[config.mk]
export PLATFORM = sky130hd
export DESIGN_NAME = credit_device_scheduler
export DESIGN_NICKNAME = d
export VERILOG_FILES = /design/src/design/csch_pkg.sv /design/src/design/csch_regs.sv /design/src/design/csch_ctrl.sv /design/src/design/csch_dp.sv /design/src/design/credit_device_scheduler.sv
export VERILOG_INCLUDE_DIRS = /design/src /design/src/design
export SDC_FILE = /design/constraint.sdc
export NUM_CORES = 2
export LEC_CHECK = 0
export BUFFER_PORTS_ARGS = -buffer_cell sky130_fd_sc_hd__clkbuf_2
export CORE_ASPECT_RATIO = 1.1
export CORE_MARGIN = 1
export CORE_UTILIZATION = 45
export CTS_BUF_LIST = sky130_fd_sc_hd__clkbuf_8
export DETAILED_ROUTE_END_ITERATION = 6
export SLEW_MARGIN = 20
export SYNTH_ARGS = -nofsm -noshare
export SYNTH_HDL_FRONTEND = slang
export SYNTH_HIERARCHICAL = 1
export SYNTH_SLANG_ARGS = --single-unit
[constraint.sdc]
create_clock -name clk -period 22 [get_ports clk]
set_input_delay 4.4 -clock clk [delete_from_list [all_inputs] [get_ports clk]]
set_output_delay 4.4 -clock clk [all_outputs]
set_load 0.03 [all_outputs]
[src/design/assert_macros.svh]
// ----------------------------------------------------------------------------
// assert_macros.svh
// Assertion wrappers used by the scheduler datapath; empty when SYNTHESIS is set
// ----------------------------------------------------------------------------
`ifndef ASSERT_MACROS_SVH
`define ASSERT_MACROS_SVH
`ifndef SYNTHESIS
// checked on every clock edge outside reset
`define ASSERT_CLK(label, prop, msg) \
  label: assert property (@(posedge clk) disable iff (rst) prop) else $error(msg);
// checked on every clock edge, reset included
`define ASSERT_ALWAYS(label, prop, msg) \
  label: assert property (@(posedge clk) prop) else $error(msg);
`else
`define ASSERT_CLK(label, prop, msg)
`define ASSERT_ALWAYS(label, prop, msg)
`endif
`endif

[src/design/csch_pkg.sv]
// ----------------------------------------------------------------------------
// csch_pkg
// Types, codes and constants of the credit device scheduler
// ----------------------------------------------------------------------------
package csch_pkg;

  // geometry
  localparam int DEVICES     = 4;
  localparam int DEV_W       = $clog2(DEVICES);
  localparam int MAX_WAITING = 255;
  localparam int WAIT_W      = $clog2(MAX_WAITING + 1);

  // field widths
  localparam int KIND_W     = 2;
  localparam int STATUS_W   = 3;
  localparam int AMOUNT_W   = 24;
  localparam int CREDIT_W   = 32;
  localparam int PERIOD_W   = 20;
  localparam int THRESH_W   = 27;
  localparam int SHARE_W    = 7;

  // stream and register port widths
  localparam int S_TDATA_W  = 32;
  localparam int M_TDATA_W  = 40;
  localparam int APB_W      = 32;
  localparam int ADDR_W     = 5;

  // replenish: period * share / 100, done as (x >> 2) / 25 by reciprocal
  localparam int PERCENT     = 100;
  localparam int PCT_SHIFT   = 2;
  localparam int PCT_ODD     = PERCENT / 4;
  localparam int RECIP_SHIFT = 27;
  localparam int RECIP_W     = 23;
  localparam int RECIP       = (2 ** RECIP_SHIFT) / PCT_ODD;
  localparam int PROD_W      = PERIOD_W + SHARE_W;
  localparam int Y_W         = PROD_W - PCT_SHIFT;
  localparam int LO_W        = 13;
  localparam int HI_W        = Y_W - LO_W;
  localparam int SUM_W       = Y_W + RECIP_W;
  localparam int QUOT_W      = SUM_W - RECIP_SHIFT;

  typedef logic [DEVICES-1:0][SHARE_W-1:0] share_arr_t;

  typedef enum logic [KIND_W-1:0] {
    KIND_REQUEST   = 2'd0,
    KIND_RELEASE   = 2'd1,
    KIND_REPLENISH = 2'd2,
    KIND_CHARGE    = 2'd3
  } kind_t;

  typedef enum logic [STATUS_W-1:0] {
    STAT_GRANTED = 3'd0,
    STAT_QUEUED  = 3'd1,
    STAT_NEXT    = 3'd2,
    STAT_IDLE    = 3'd3,
    STAT_UPDATED = 3'd4
  } status_t;

  typedef enum logic [2:0] {
    REG_PERIOD    = 3'd0,
    REG_THRESHOLD = 3'd1,
    REG_SHARE0    = 3'd2,
    REG_SHARE1    = 3'd3,
    REG_SHARE2    = 3'd4,
    REG_SHARE3    = 3'd5
  } reg_idx_t;

  typedef enum logic [3:0] {
    ST_IDLE,
    ST_DISPATCH,
    ST_SCAN,
    ST_RECIP_LO,
    ST_RECIP_HI,
    ST_QUOT,
    ST_FIX,
    ST_ADD,
    ST_DONE
  } state_t;

  // controller to datapath
  typedef struct packed {
    logic capture;
    logic do_request;
    logic do_move;
    logic do_scan;
    logic do_charge;
    logic do_mul;
    logic recip_lo;
    logic recip_hi;
    logic quot;
    logic fix;
    logic do_replenish;
    logic out_load;
  } ctrl_cmd_t;

  // datapath to controller
  typedef struct packed {
    kind_t kind;
    logic  scan_hit;
    logic  scan_last;
    logic  out_free;
  } ctrl_stat_t;

endpackage

[src/design/csch_regs.sv]
// ----------------------------------------------------------------------------
// csch_regs
// Register file of the scheduler on its APB-style port
// ----------------------------------------------------------------------------
module csch_regs import csch_pkg::*; (
  input  logic                clk,
  input  logic                rst,
  input  logic                psel,
  input  logic                penable,
  input  logic                pwrite,
  input  logic [ADDR_W-1:0]   paddr,
  input  logic [APB_W-1:0]    pwdata,
  output logic [APB_W-1:0]    prdata,
  output logic                pready,
  output logic [PERIOD_W-1:0] period,
  output logic [THRESH_W-1:0] threshold,
  output share_arr_t          shares
);

  logic [2:0]       reg_idx;
  logic [DEV_W-1:0] share_idx;
  logic             wr_en;

  assign pready    = 1'b1;
  assign reg_idx   = paddr[ADDR_W-1:2];
  assign share_idx = DEV_W'(reg_idx - REG_SHARE0);
  assign wr_en     = psel && penable && pwrite && pready;

  // register writes
  always_ff @(posedge clk) begin
    if (rst) begin
      period    <= PERIOD_W'(30000);
      threshold <= THRESH_W'(1000000);
      for (int i = 0; i < DEVICES; i++) begin
        shares[i] <= SHARE_W'(25);
      end
    end else if (wr_en) begin
      if (reg_idx == REG_PERIOD) begin
        period <= pwdata[PERIOD_W-1:0];
      end else if (reg_idx == REG_THRESHOLD) begin
        threshold <= pwdata[THRESH_W-1:0];
      end else if (reg_idx inside {[REG_SHARE0:REG_SHARE3]}) begin
        shares[share_idx] <= pwdata[SHARE_W-1:0];
      end
    end
  end

  // read mux
  always_comb begin
    case (reg_idx)
      REG_PERIOD:    prdata = APB_W'(period);
      REG_THRESHOLD: prdata = APB_W'(threshold);
      REG_SHARE0, REG_SHARE1, REG_SHARE2, REG_SHARE3: begin
        prdata = APB_W'(shares[share_idx]);
      end
      default:       prdata = '0;
    endcase
  end

endmodule

[src/design/csch_ctrl.sv]
// ----------------------------------------------------------------------------
// csch_ctrl
// Sequencer of the scheduler: steps the datapath through one word at a time
// ----------------------------------------------------------------------------
module csch_ctrl import csch_pkg::*; (
  input  logic       clk,
  input  logic       rst,
  input  logic       s_tvalid,
  output logic       s_tready,
  input  ctrl_stat_t stat,
  output ctrl_cmd_t  cmd
);

  state_t state, state_next;

  // state register
  always_ff @(posedge clk) begin
    if (rst) begin
      state <= ST_IDLE;
    end else begin
      state <= state_next;
    end
  end

  assign s_tready = (state == ST_IDLE);

  // next state and commands
  always_comb begin
    state_next = state;
    cmd        = '0;
    case (state)
      ST_IDLE: begin
        cmd.capture = s_tvalid;
        if (s_tvalid) begin
          state_next = ST_DISPATCH;
        end
      end
      ST_DISPATCH: begin
        case (stat.kind)
          KIND_REQUEST: begin
            cmd.do_request = 1'b1;
            state_next     = ST_DONE;
          end
          KIND_RELEASE: begin
            cmd.do_move = 1'b1;
            state_next  = ST_SCAN;
          end
          KIND_REPLENISH: begin
            cmd.do_mul = 1'b1;
            state_next = ST_RECIP_LO;
          end
          KIND_CHARGE: begin
            cmd.do_charge = 1'b1;
            state_next    = ST_DONE;
          end
          default: state_next = ST_DONE;
        endcase
      end
      // one order slot per cycle until a device with waiters or the tail
      ST_SCAN: begin
        cmd.do_scan = 1'b1;
        if (stat.scan_hit || stat.scan_last) begin
          state_next = ST_DONE;
        end
      end
      ST_RECIP_LO: begin
        cmd.recip_lo = 1'b1;
        state_next   = ST_RECIP_HI;
      end
      ST_RECIP_HI: begin
        cmd.recip_hi = 1'b1;
        state_next   = ST_QUOT;
      end
      ST_QUOT: begin
        cmd.quot   = 1'b1;
        state_next = ST_FIX;
      end
      ST_FIX: begin
        cmd.fix    = 1'b1;
        state_next = ST_ADD;
      end
      ST_ADD: begin
        cmd.do_replenish = 1'b1;
        state_next       = ST_DONE;
      end
      ST_DONE: begin
        if (stat.out_free) begin
          cmd.out_load = 1'b1;
          state_next   = ST_IDLE;
        end
      end
      default: state_next = ST_IDLE;
    endcase
  end

endmodule

[src/design/csch_dp.sv]
// ----------------------------------------------------------------------------
// csch_dp
// Datapath of the scheduler: order list, credits, waiting counts, owner,
// replenish arithmetic and the output register
// ----------------------------------------------------------------------------
`include "assert_macros.svh"

module csch_dp import csch_pkg::*; (
  input  logic                 clk,
  input  logic                 rst,
  input  logic [S_TDATA_W-1:0] s_tdata,
  input  logic [KIND_W-1:0]    s_tuser,
  input  ctrl_cmd_t            cmd,
  output ctrl_stat_t           stat,
  input  logic [PERIOD_W-1:0]  period,
  input  logic [THRESH_W-1:0]  threshold,
  input  share_arr_t           shares,
  output logic                 m_tvalid,
  output logic [M_TDATA_W-1:0] m_tdata,
  output logic [STATUS_W-1:0]  m_tuser,
  input  logic                 m_tready
);

  localparam logic [RECIP_W-1:0]           RECIP_C = RECIP_W'(RECIP);
  localparam logic signed [CREDIT_W-1:0]   INT_MAX = {1'b0, {(CREDIT_W-1){1'b1}}};
  localparam logic signed [CREDIT_W-1:0]   INT_MIN = {1'b1, {(CREDIT_W-1){1'b0}}};

  // captured word
  kind_t                kind;
  logic [DEV_W-1:0]     dev;
  logic [AMOUNT_W-1:0]  amount;

  // scheduler state
  logic [DEV_W-1:0]            order   [DEVICES];
  logic signed [CREDIT_W-1:0]  credit  [DEVICES];
  logic [WAIT_W-1:0]           waiting [DEVICES];
  logic                        owner_valid;
  logic [DEV_W-1:0]            owner_dev;
  logic [DEV_W-1:0]            scan_idx;

  // replenish pipeline
  logic [PROD_W-1:0]        prod;
  logic [LO_W+RECIP_W-1:0]  p_lo;
  logic [HI_W+RECIP_W-1:0]  p_hi;
  logic [QUOT_W-1:0]        q0;
  logic [QUOT_W-1:0]        add_q;

  // result and output register
  status_t              res_status;
  logic [DEV_W-1:0]     res_chosen;
  logic                 out_valid;
  status_t              out_status;
  logic [DEV_W-1:0]     out_chosen;
  logic [CREDIT_W-1:0]  out_credit;

  // combinational helpers
  logic signed [CREDIT_W-1:0]  credit_cur;
  logic [DEV_W-1:0]            move_pos;
  logic [DEV_W-1:0]            order_moved [DEVICES];
  logic [DEV_W-1:0]            scan_dev;
  logic                        scan_hit;
  logic                        scan_last;
  logic [Y_W-1:0]              y;
  logic [SUM_W-1:0]            recip_sum;
  logic [Y_W:0]                q0_x25;
  logic [Y_W:0]                rem;
  logic                        q_fix;
  logic signed [CREDIT_W:0]    repl_sum;
  logic signed [CREDIT_W-1:0]  repl_sat;
  logic signed [CREDIT_W:0]    repl_ext;
  logic signed [CREDIT_W:0]    th_pos;
  logic signed [CREDIT_W:0]    th_neg;
  logic signed [CREDIT_W-1:0]  repl_val;
  logic signed [CREDIT_W:0]    chg_diff;
  logic signed [CREDIT_W-1:0]  chg_val;
  logic [DEVICES-1:0]          order_mask;

  assign credit_cur = credit[dev];

  // move an exhausted device to the tail of the order
  always_comb begin
    move_pos = '0;
    for (int i = 0; i < DEVICES; i++) begin
      if (order[i] == dev) begin
        move_pos = DEV_W'(i);
      end
    end
    for (int i = 0; i < DEVICES - 1; i++) begin
      order_moved[i] = (DEV_W'(i) >= move_pos) ? order[i+1] : order[i];
    end
    order_moved[DEVICES-1] = dev;
  end

  // scan slot
  assign scan_dev  = order[scan_idx];
  assign scan_hit  = (waiting[scan_dev] != '0);
  assign scan_last = (scan_idx == DEV_W'(DEVICES - 1));

  // divide by 100: drop two bits, multiply by 2^27/25, fix by one step
  assign y         = prod[PROD_W-1:PCT_SHIFT];
  assign recip_sum = {p_hi, {LO_W{1'b0}}} + SUM_W'(p_lo);
  assign q0_x25    = (Y_W+1)'(q0 * PCT_ODD);
  assign rem       = {1'b0, y} - q0_x25;
  assign q_fix     = (rem >= (Y_W+1)'(PCT_ODD));

  // replenish: saturating add, then zero outside the threshold band
  always_comb begin
    repl_sum = {credit_cur[CREDIT_W-1], credit_cur}
             + {{(CREDIT_W+1-QUOT_W){1'b0}}, add_q};
    repl_sat = (!repl_sum[CREDIT_W] && repl_sum[CREDIT_W-1]) ? INT_MAX
             : repl_sum[CREDIT_W-1:0];
    repl_ext = {repl_sat[CREDIT_W-1], repl_sat};
    th_pos   = {{(CREDIT_W+1-THRESH_W){1'b0}}, threshold};
    th_neg   = -th_pos;
    repl_val = (repl_ext > th_pos || repl_ext < th_neg) ? '0 : repl_sat;
  end

  // charge: saturating subtract
  always_comb begin
    chg_diff = {credit_cur[CREDIT_W-1], credit_cur}
             - {{(CREDIT_W+1-AMOUNT_W){1'b0}}, amount};
    chg_val  = (chg_diff[CREDIT_W] && !chg_diff[CREDIT_W-1]) ? INT_MIN
             : chg_diff[CREDIT_W-1:0];
  end

  // scheduler state and output valid
  always_ff @(posedge clk) begin
    if (rst) begin
      for (int i = 0; i < DEVICES; i++) begin
        order[i]   <= DEV_W'(i);
        credit[i]  <= '0;
        waiting[i] <= '0;
      end
      owner_valid <= 1'b0;
      owner_dev   <= '0;
      scan_idx    <= '0;
      out_valid   <= 1'b0;
    end else begin
      if (cmd.do_request) begin
        if (!owner_valid || owner_dev == dev) begin
          owner_valid <= 1'b1;
          owner_dev   <= dev;
        end else if (waiting[dev] != WAIT_W'(MAX_WAITING)) begin
          waiting[dev] <= waiting[dev] + 1'b1;
        end
      end
      if (cmd.do_move) begin
        scan_idx <= '0;
        if (credit_cur <= 0) begin
          order <= order_moved;
        end
      end
      if (cmd.do_scan) begin
        if (scan_hit) begin
          waiting[scan_dev] <= waiting[scan_dev] - 1'b1;
          owner_valid       <= 1'b1;
          owner_dev         <= scan_dev;
        end else if (scan_last) begin
          owner_valid <= 1'b0;
        end else begin
          scan_idx <= scan_idx + 1'b1;
        end
      end
      if (cmd.do_replenish) begin
        credit[dev] <= repl_val;
      end
      if (cmd.do_charge) begin
        credit[dev] <= chg_val;
      end
      if (cmd.out_load) begin
        out_valid <= 1'b1;
      end else if (m_tready) begin
        out_valid <= 1'b0;
      end
    end
  end

  // payload registers
  always_ff @(posedge clk) begin
    if (cmd.capture) begin
      kind   <= kind_t'(s_tuser);
      dev    <= s_tdata[DEV_W-1:0];
      amount <= s_tdata[DEV_W+AMOUNT_W-1:DEV_W];
    end
    if (cmd.do_request) begin
      res_chosen <= dev;
      res_status <= (!owner_valid || owner_dev == dev) ? STAT_GRANTED : STAT_QUEUED;
    end
    if (cmd.do_move) begin
      res_chosen <= dev;
    end
    if (cmd.do_scan) begin
      if (scan_hit) begin
        res_status <= STAT_NEXT;
        res_chosen <= scan_dev;
      end else if (scan_last) begin
        res_status <= STAT_IDLE;
      end
    end
    if (cmd.do_mul || cmd.do_charge) begin
      res_status <= STAT_UPDATED;
      res_chosen <= dev;
    end
    if (cmd.do_mul) begin
      prod <= PROD_W'(period) * PROD_W'(shares[dev]);
    end
    if (cmd.recip_lo) begin
      p_lo <= (LO_W+RECIP_W)'(y[LO_W-1:0]) * (LO_W+RECIP_W)'(RECIP_C);
    end
    if (cmd.recip_hi) begin
      p_hi <= (HI_W+RECIP_W)'(y[Y_W-1:LO_W]) * (HI_W+RECIP_W)'(RECIP_C);
    end
    if (cmd.quot) begin
      q0 <= recip_sum[SUM_W-1:RECIP_SHIFT];
    end
    if (cmd.fix) begin
      add_q <= q0 + QUOT_W'(q_fix);
    end
    if (cmd.out_load) begin
      out_status <= res_status;
      out_chosen <= res_chosen;
      out_credit <= credit_cur;
    end
  end

  // status to controller
  assign stat.kind      = kind;
  assign stat.scan_hit  = scan_hit;
  assign stat.scan_last = scan_last;
  assign stat.out_free  = !out_valid || m_tready;

  // output word
  assign m_tvalid = out_valid;
  assign m_tuser  = out_status;
  assign m_tdata  = {{(M_TDATA_W-CREDIT_W-DEV_W){1'b0}}, out_credit, out_chosen};

  // order list holds every device exactly once
  always_comb begin
    order_mask = '0;
    for (int i = 0; i < DEVICES; i++) begin
      order_mask[order[i]] = 1'b1;
    end
  end

  `ASSERT_CLK(a_order_perm, &order_mask, "service order lost a device")
  `ASSERT_CLK(a_no_overwrite, cmd.out_load |-> (!out_valid || m_tready), "result overwritten")
  `ASSERT_CLK(a_request_owned, cmd.do_request |=> owner_valid, "engine idle after request")
  `ASSERT_ALWAYS(a_reset_out, rst |=> !out_valid, "output valid after reset")

endmodule

[src/design/credit_device_scheduler.sv]
// ----------------------------------------------------------------------------
// credit_device_scheduler
// Credit-based sharing of one engine among virtual devices
//
//   channel   direction  handshake             payload
//   s_*       in         s_tvalid / s_tready   tuser kind, tdata device, amount
//   m_*       out        m_tvalid / m_tready   tuser status, tdata device, credit
//   p*        in         psel & penable        period, threshold, four shares
//
// One word is worked at a time. Request and charge pass through dispatch and
// done; release also scans the order list one slot per cycle, and replenish
// steps through multiply, two-part reciprocal multiply for the divide by 100,
// correction and saturating add. The next word is taken while a result waits
// in the output register; a stalled m_tready holds the sequencer only once a
// second result is ready. Reset is synchronous.
// ----------------------------------------------------------------------------
module credit_device_scheduler import csch_pkg::*; (
  input  logic                 clk,
  input  logic                 rst,
  // configuration
  input  logic                 psel,
  input  logic                 penable,
  input  logic                 pwrite,
  input  logic [ADDR_W-1:0]    paddr,
  input  logic [APB_W-1:0]     pwdata,
  output logic [APB_W-1:0]     prdata,
  output logic                 pready,
  // input words
  input  logic                 s_tvalid,
  output logic                 s_tready,
  input  logic [S_TDATA_W-1:0] s_tdata,   // device[1:0], amount[25:2]
  input  logic [KIND_W-1:0]    s_tuser,   // kind[1:0]
  // result words
  output logic                 m_tvalid,
  input  logic                 m_tready,
  output logic [M_TDATA_W-1:0] m_tdata,   // chosen_device[1:0], credit_now[33:2]
  output logic [STATUS_W-1:0]  m_tuser    // status[2:0]
);

  logic [PERIOD_W-1:0] period;
  logic [THRESH_W-1:0] threshold;
  share_arr_t          shares;
  ctrl_cmd_t           cmd;
  ctrl_stat_t          stat;

  // register file
  csch_regs u_regs (
    .clk       (clk),
    .rst       (rst),
    .psel      (psel),
    .penable   (penable),
    .pwrite    (pwrite),
    .paddr     (paddr),
    .pwdata    (pwdata),
    .prdata    (prdata),
    .pready    (pready),
    .period    (period),
    .threshold (threshold),
    .shares    (shares)
  );

  // sequencer
  csch_ctrl u_ctrl (
    .clk      (clk),
    .rst      (rst),
    .s_tvalid (s_tvalid),
    .s_tready (s_tready),
    .stat     (stat),
    .cmd      (cmd)
  );

  // datapath
  csch_dp u_dp (
    .clk       (clk),
    .rst       (rst),
    .s_tdata   (s_tdata),
    .s_tuser   (s_tuser),
    .cmd       (cmd),
    .stat      (stat),
    .period    (period),
    .threshold (threshold),
    .shares    (shares),
    .m_tvalid  (m_tvalid),
    .m_tdata   (m_tdata),
    .m_tuser   (m_tuser),
    .m_tready  (m_tready)
  );

endmodule
==> impl_results.md <==
- Critical-path top delay cell: clkbuf_2
- Setup_tns: 0 ns
- Synth-to-Final Area Change: 8.15%
- Arr. time, crit path: 6.60 ns
- VDD IR max: 0.0454 mV
- Distinct cells, synth: 94
- Most frequent CP cell: clkbuf_2
- Worst setup path startpoint: paddr[3]
- Final Hold Vio Count: 0
- Power Dens Cells: slightly below 80 nW/um^2
- Initial Util: 0.454
- Worst setup SP type: primary input
- Max Fclk: 90.9 MHz
- Setup bufs post-CTS: 0
- Number of flops mapped to enable cells by yosys: 350
- CTS sink cnt: 450
- Wirelength per Cell: 19.2 um
- IO Port Bufs: 130
- Status: finished, final reports clean
- Hold Path Origin: u_dp/res_chosen[1]
- Vias in the first global route: 28,585
- Top cells by count, synth: inv_1, ha_1, edfxtp_1, nor2_1, fa_1
- Inserted Clock Buffers: 80
- FP Rows: 114
- Final Instance Count excl. Fillers: 5,173
- Seq/Total Area, Yosys: 0.314
- Synth Flop Type: edfxtp_1
- CP Buf/Inv Count: 3
- Max Fanout on Critical Path: 23
- Post-synth top area cell: edfxtp_1
- HPWL after DPL: 77,900 um
- Worst-path clk slew: 0.05 ns
- Via count: 27,895
- Worst hold-check path type: reg2reg
- DR iter-0 viols: 1,605
- CTS Hold Bufs: 0
- Proportion of layout cells with a drive suffix above 1: 0.0941
- Largest net degree at the start of global routing: 118
- Placer Congestion: 0.916
- Yosys top cell area share: 0.264
- Leakage: 0.0193 uW
- Headroom to the max-slew limit: 0.272
- Number of antenna violations at the first check in global routing: 1
- # setup viols final: 0
- Post-Synthesis Cells: approximately 3,800
- Die width: approximately 290 um
- CTS H-Tree Depth: 3
- I/O pins: 156
- Post-synthesis register bit count: 450
- Fillers: 8,238
- Clock root buffer master: clkbuf_8
- Sequential Area: 12,500 um^2
- GR Overflow Total: 0
- CORE AREA: 87,700 um^2
- Max cap viols: 0
- YS warnings: 6
- CTS tree: done
- DRC violations left: 0
- Clk_skew: between 0.03 and 0.04 ns
- Max Slew Vio Count: 0
- Nets@finish: 4,792
- Final wirelength: 99,500 um
- Cells after DPL: between 5,000 and 6,000
- Mapped cell area: about 40,000 um^2
- Top post-synthesis cells by area: edfxtp_1, ha_1, fa_1, dfxtp_1, inv_1
- Multi-input logic area: 24,900 um^2
- Clk buf depth: 3
- Overall routing resource usage: 0.225
- First-pass GRT wire length: 157,000 um
- PostCTS Resize Cnt: 0
- Critical-path cell list: clkbuf_2 > inv_1 > ha_1 > or3b_1 > o22a_1 > o21ai_1 > clkbuf_2
- Unrepaired setup endpoints after global routing: false
- Crit path max-delay family: buffers and inverters
- Most common cell in the netlist: inv_1
- Final Cycle Share: 0.500
- Fraction of registers with async set/reset: 0
- Synthesized area per cell: 10.4 um^2
- DRT antenna net count: 0
- Max incr delay on CP: 0.54 ns
- CP endpoint kind: primary output
- Die height: 314 um
- Clock Latency Late Sink: approximately 0.7 ns
- Worst-Margin Slew: between 1 and 1.5 ns
- Die area: 89,600 um^2
- First-pass iteration count of the detailed router: 5
- Vias/cell: 5.39
- Min cycle time layout: 11.00 ns
- Worst endpoint required time: around 18 ns
- CP Class: in2out
==> area by class of cell <==
cell class / count / area share
multi-input combinational: 2762 / 0.578
clock inverter: 52 / 0.00648
timing repair buffer: 160 / 0.0204
inverter: 498 / 0.0434
antenna: 6 / 0.000349
sequential: 450 / 0.291
clock buffer: 85 / 0.0272
tap: 1160 / 0.0337
==> placed cells by master (no fill, tap or decap), types with 59 or more instances in the layout <==
cell type,n
inv_1,519
ha_1,473
edfxtp_1,350
nor2_1,302
fa_1,289
nand2_1,259
xnor2_1,146
a21oi_1,144
clkbuf_2,129
mux2i_1,125
nand2b_1,124
o21ai_0,112
dfxtp_1,98
clkbuf_8,85
a21o_1,76
xor2_1,65
nand3_1,59
==> kinds of logic after synthesis <==
group                    after synthesis  synth area share
AO/OA/AOI/OAI                        544            0.0894
XOR/XNOR                             211            0.0464
adder cells (fa/ha/maj)              762             0.294
buffers and inverters                617            0.0629
flip-flops                           450             0.314
multiplexers                         184            0.0640
other                                  3          0.000283
AND/OR/NAND/NOR                     1049             0.129
==> sequential cells by signal, summed over array words and instances (netlist names), 20 cells and up, named ones only <==
register	flops
u_dp/q0	21
u_dp/credit	128
u_dp/add_q	21
u_dp/out_credit	32
u_dp/prod	25
u_regs/shares	28
u_dp/amount	24
u_dp/waiting	32
u_regs/threshold	27
u_dp/p_hi	35
u_regs/period	20
u_dp/p_lo	23
==> path summary, 6_finish.rpt <==
kind | end | slack [ns] | cells past startpoint
max | prdata[5] | 11.00 | 7
min | u_dp/out_chosen[1] | 0.44 | 0
max reg2reg | u_dp/credit[1][14] | 13.35 | 23
min reg2reg | u_dp/out_chosen[1] | 0.44 | 0
==> routing by layer <==
layer | vias up | routed length (um) | GRT usage
li1 | 13434 | - | -
met1 | 13651 | 42100 | 0.281
met2 | 630 | 50000 | 0.399
met3 | 180 | 4480 | 0.0308
met4 | 0 | 2940 | 0.0740
met5 | - | 0 | 0
==> through the flow <==
stage	power (uW)	worst slack [ns]	instance area, um^2	hold WS, ns	util
floorplan	2250	11.70	39800	0.409	-
global placement	2640	11.06	41600	0.423	0.474
detailed placement	2650	11.06	41600	0.428	0.474
CTS	3400	11.06	43000	0.441	0.491
global route	3630	10.92	43000	0.444	0.491
finish	3360	11.00	43000	0.435	0.491
==> report_power, final <==
| part | internal (uW) | switching (uW) |
|---|---|---|
| clock | 369 | 354 |
| combinational | 664 | 925 |
| sequential | 1020 | 30.1 |
No activity file was read; power rests on OpenSTA's default activity.
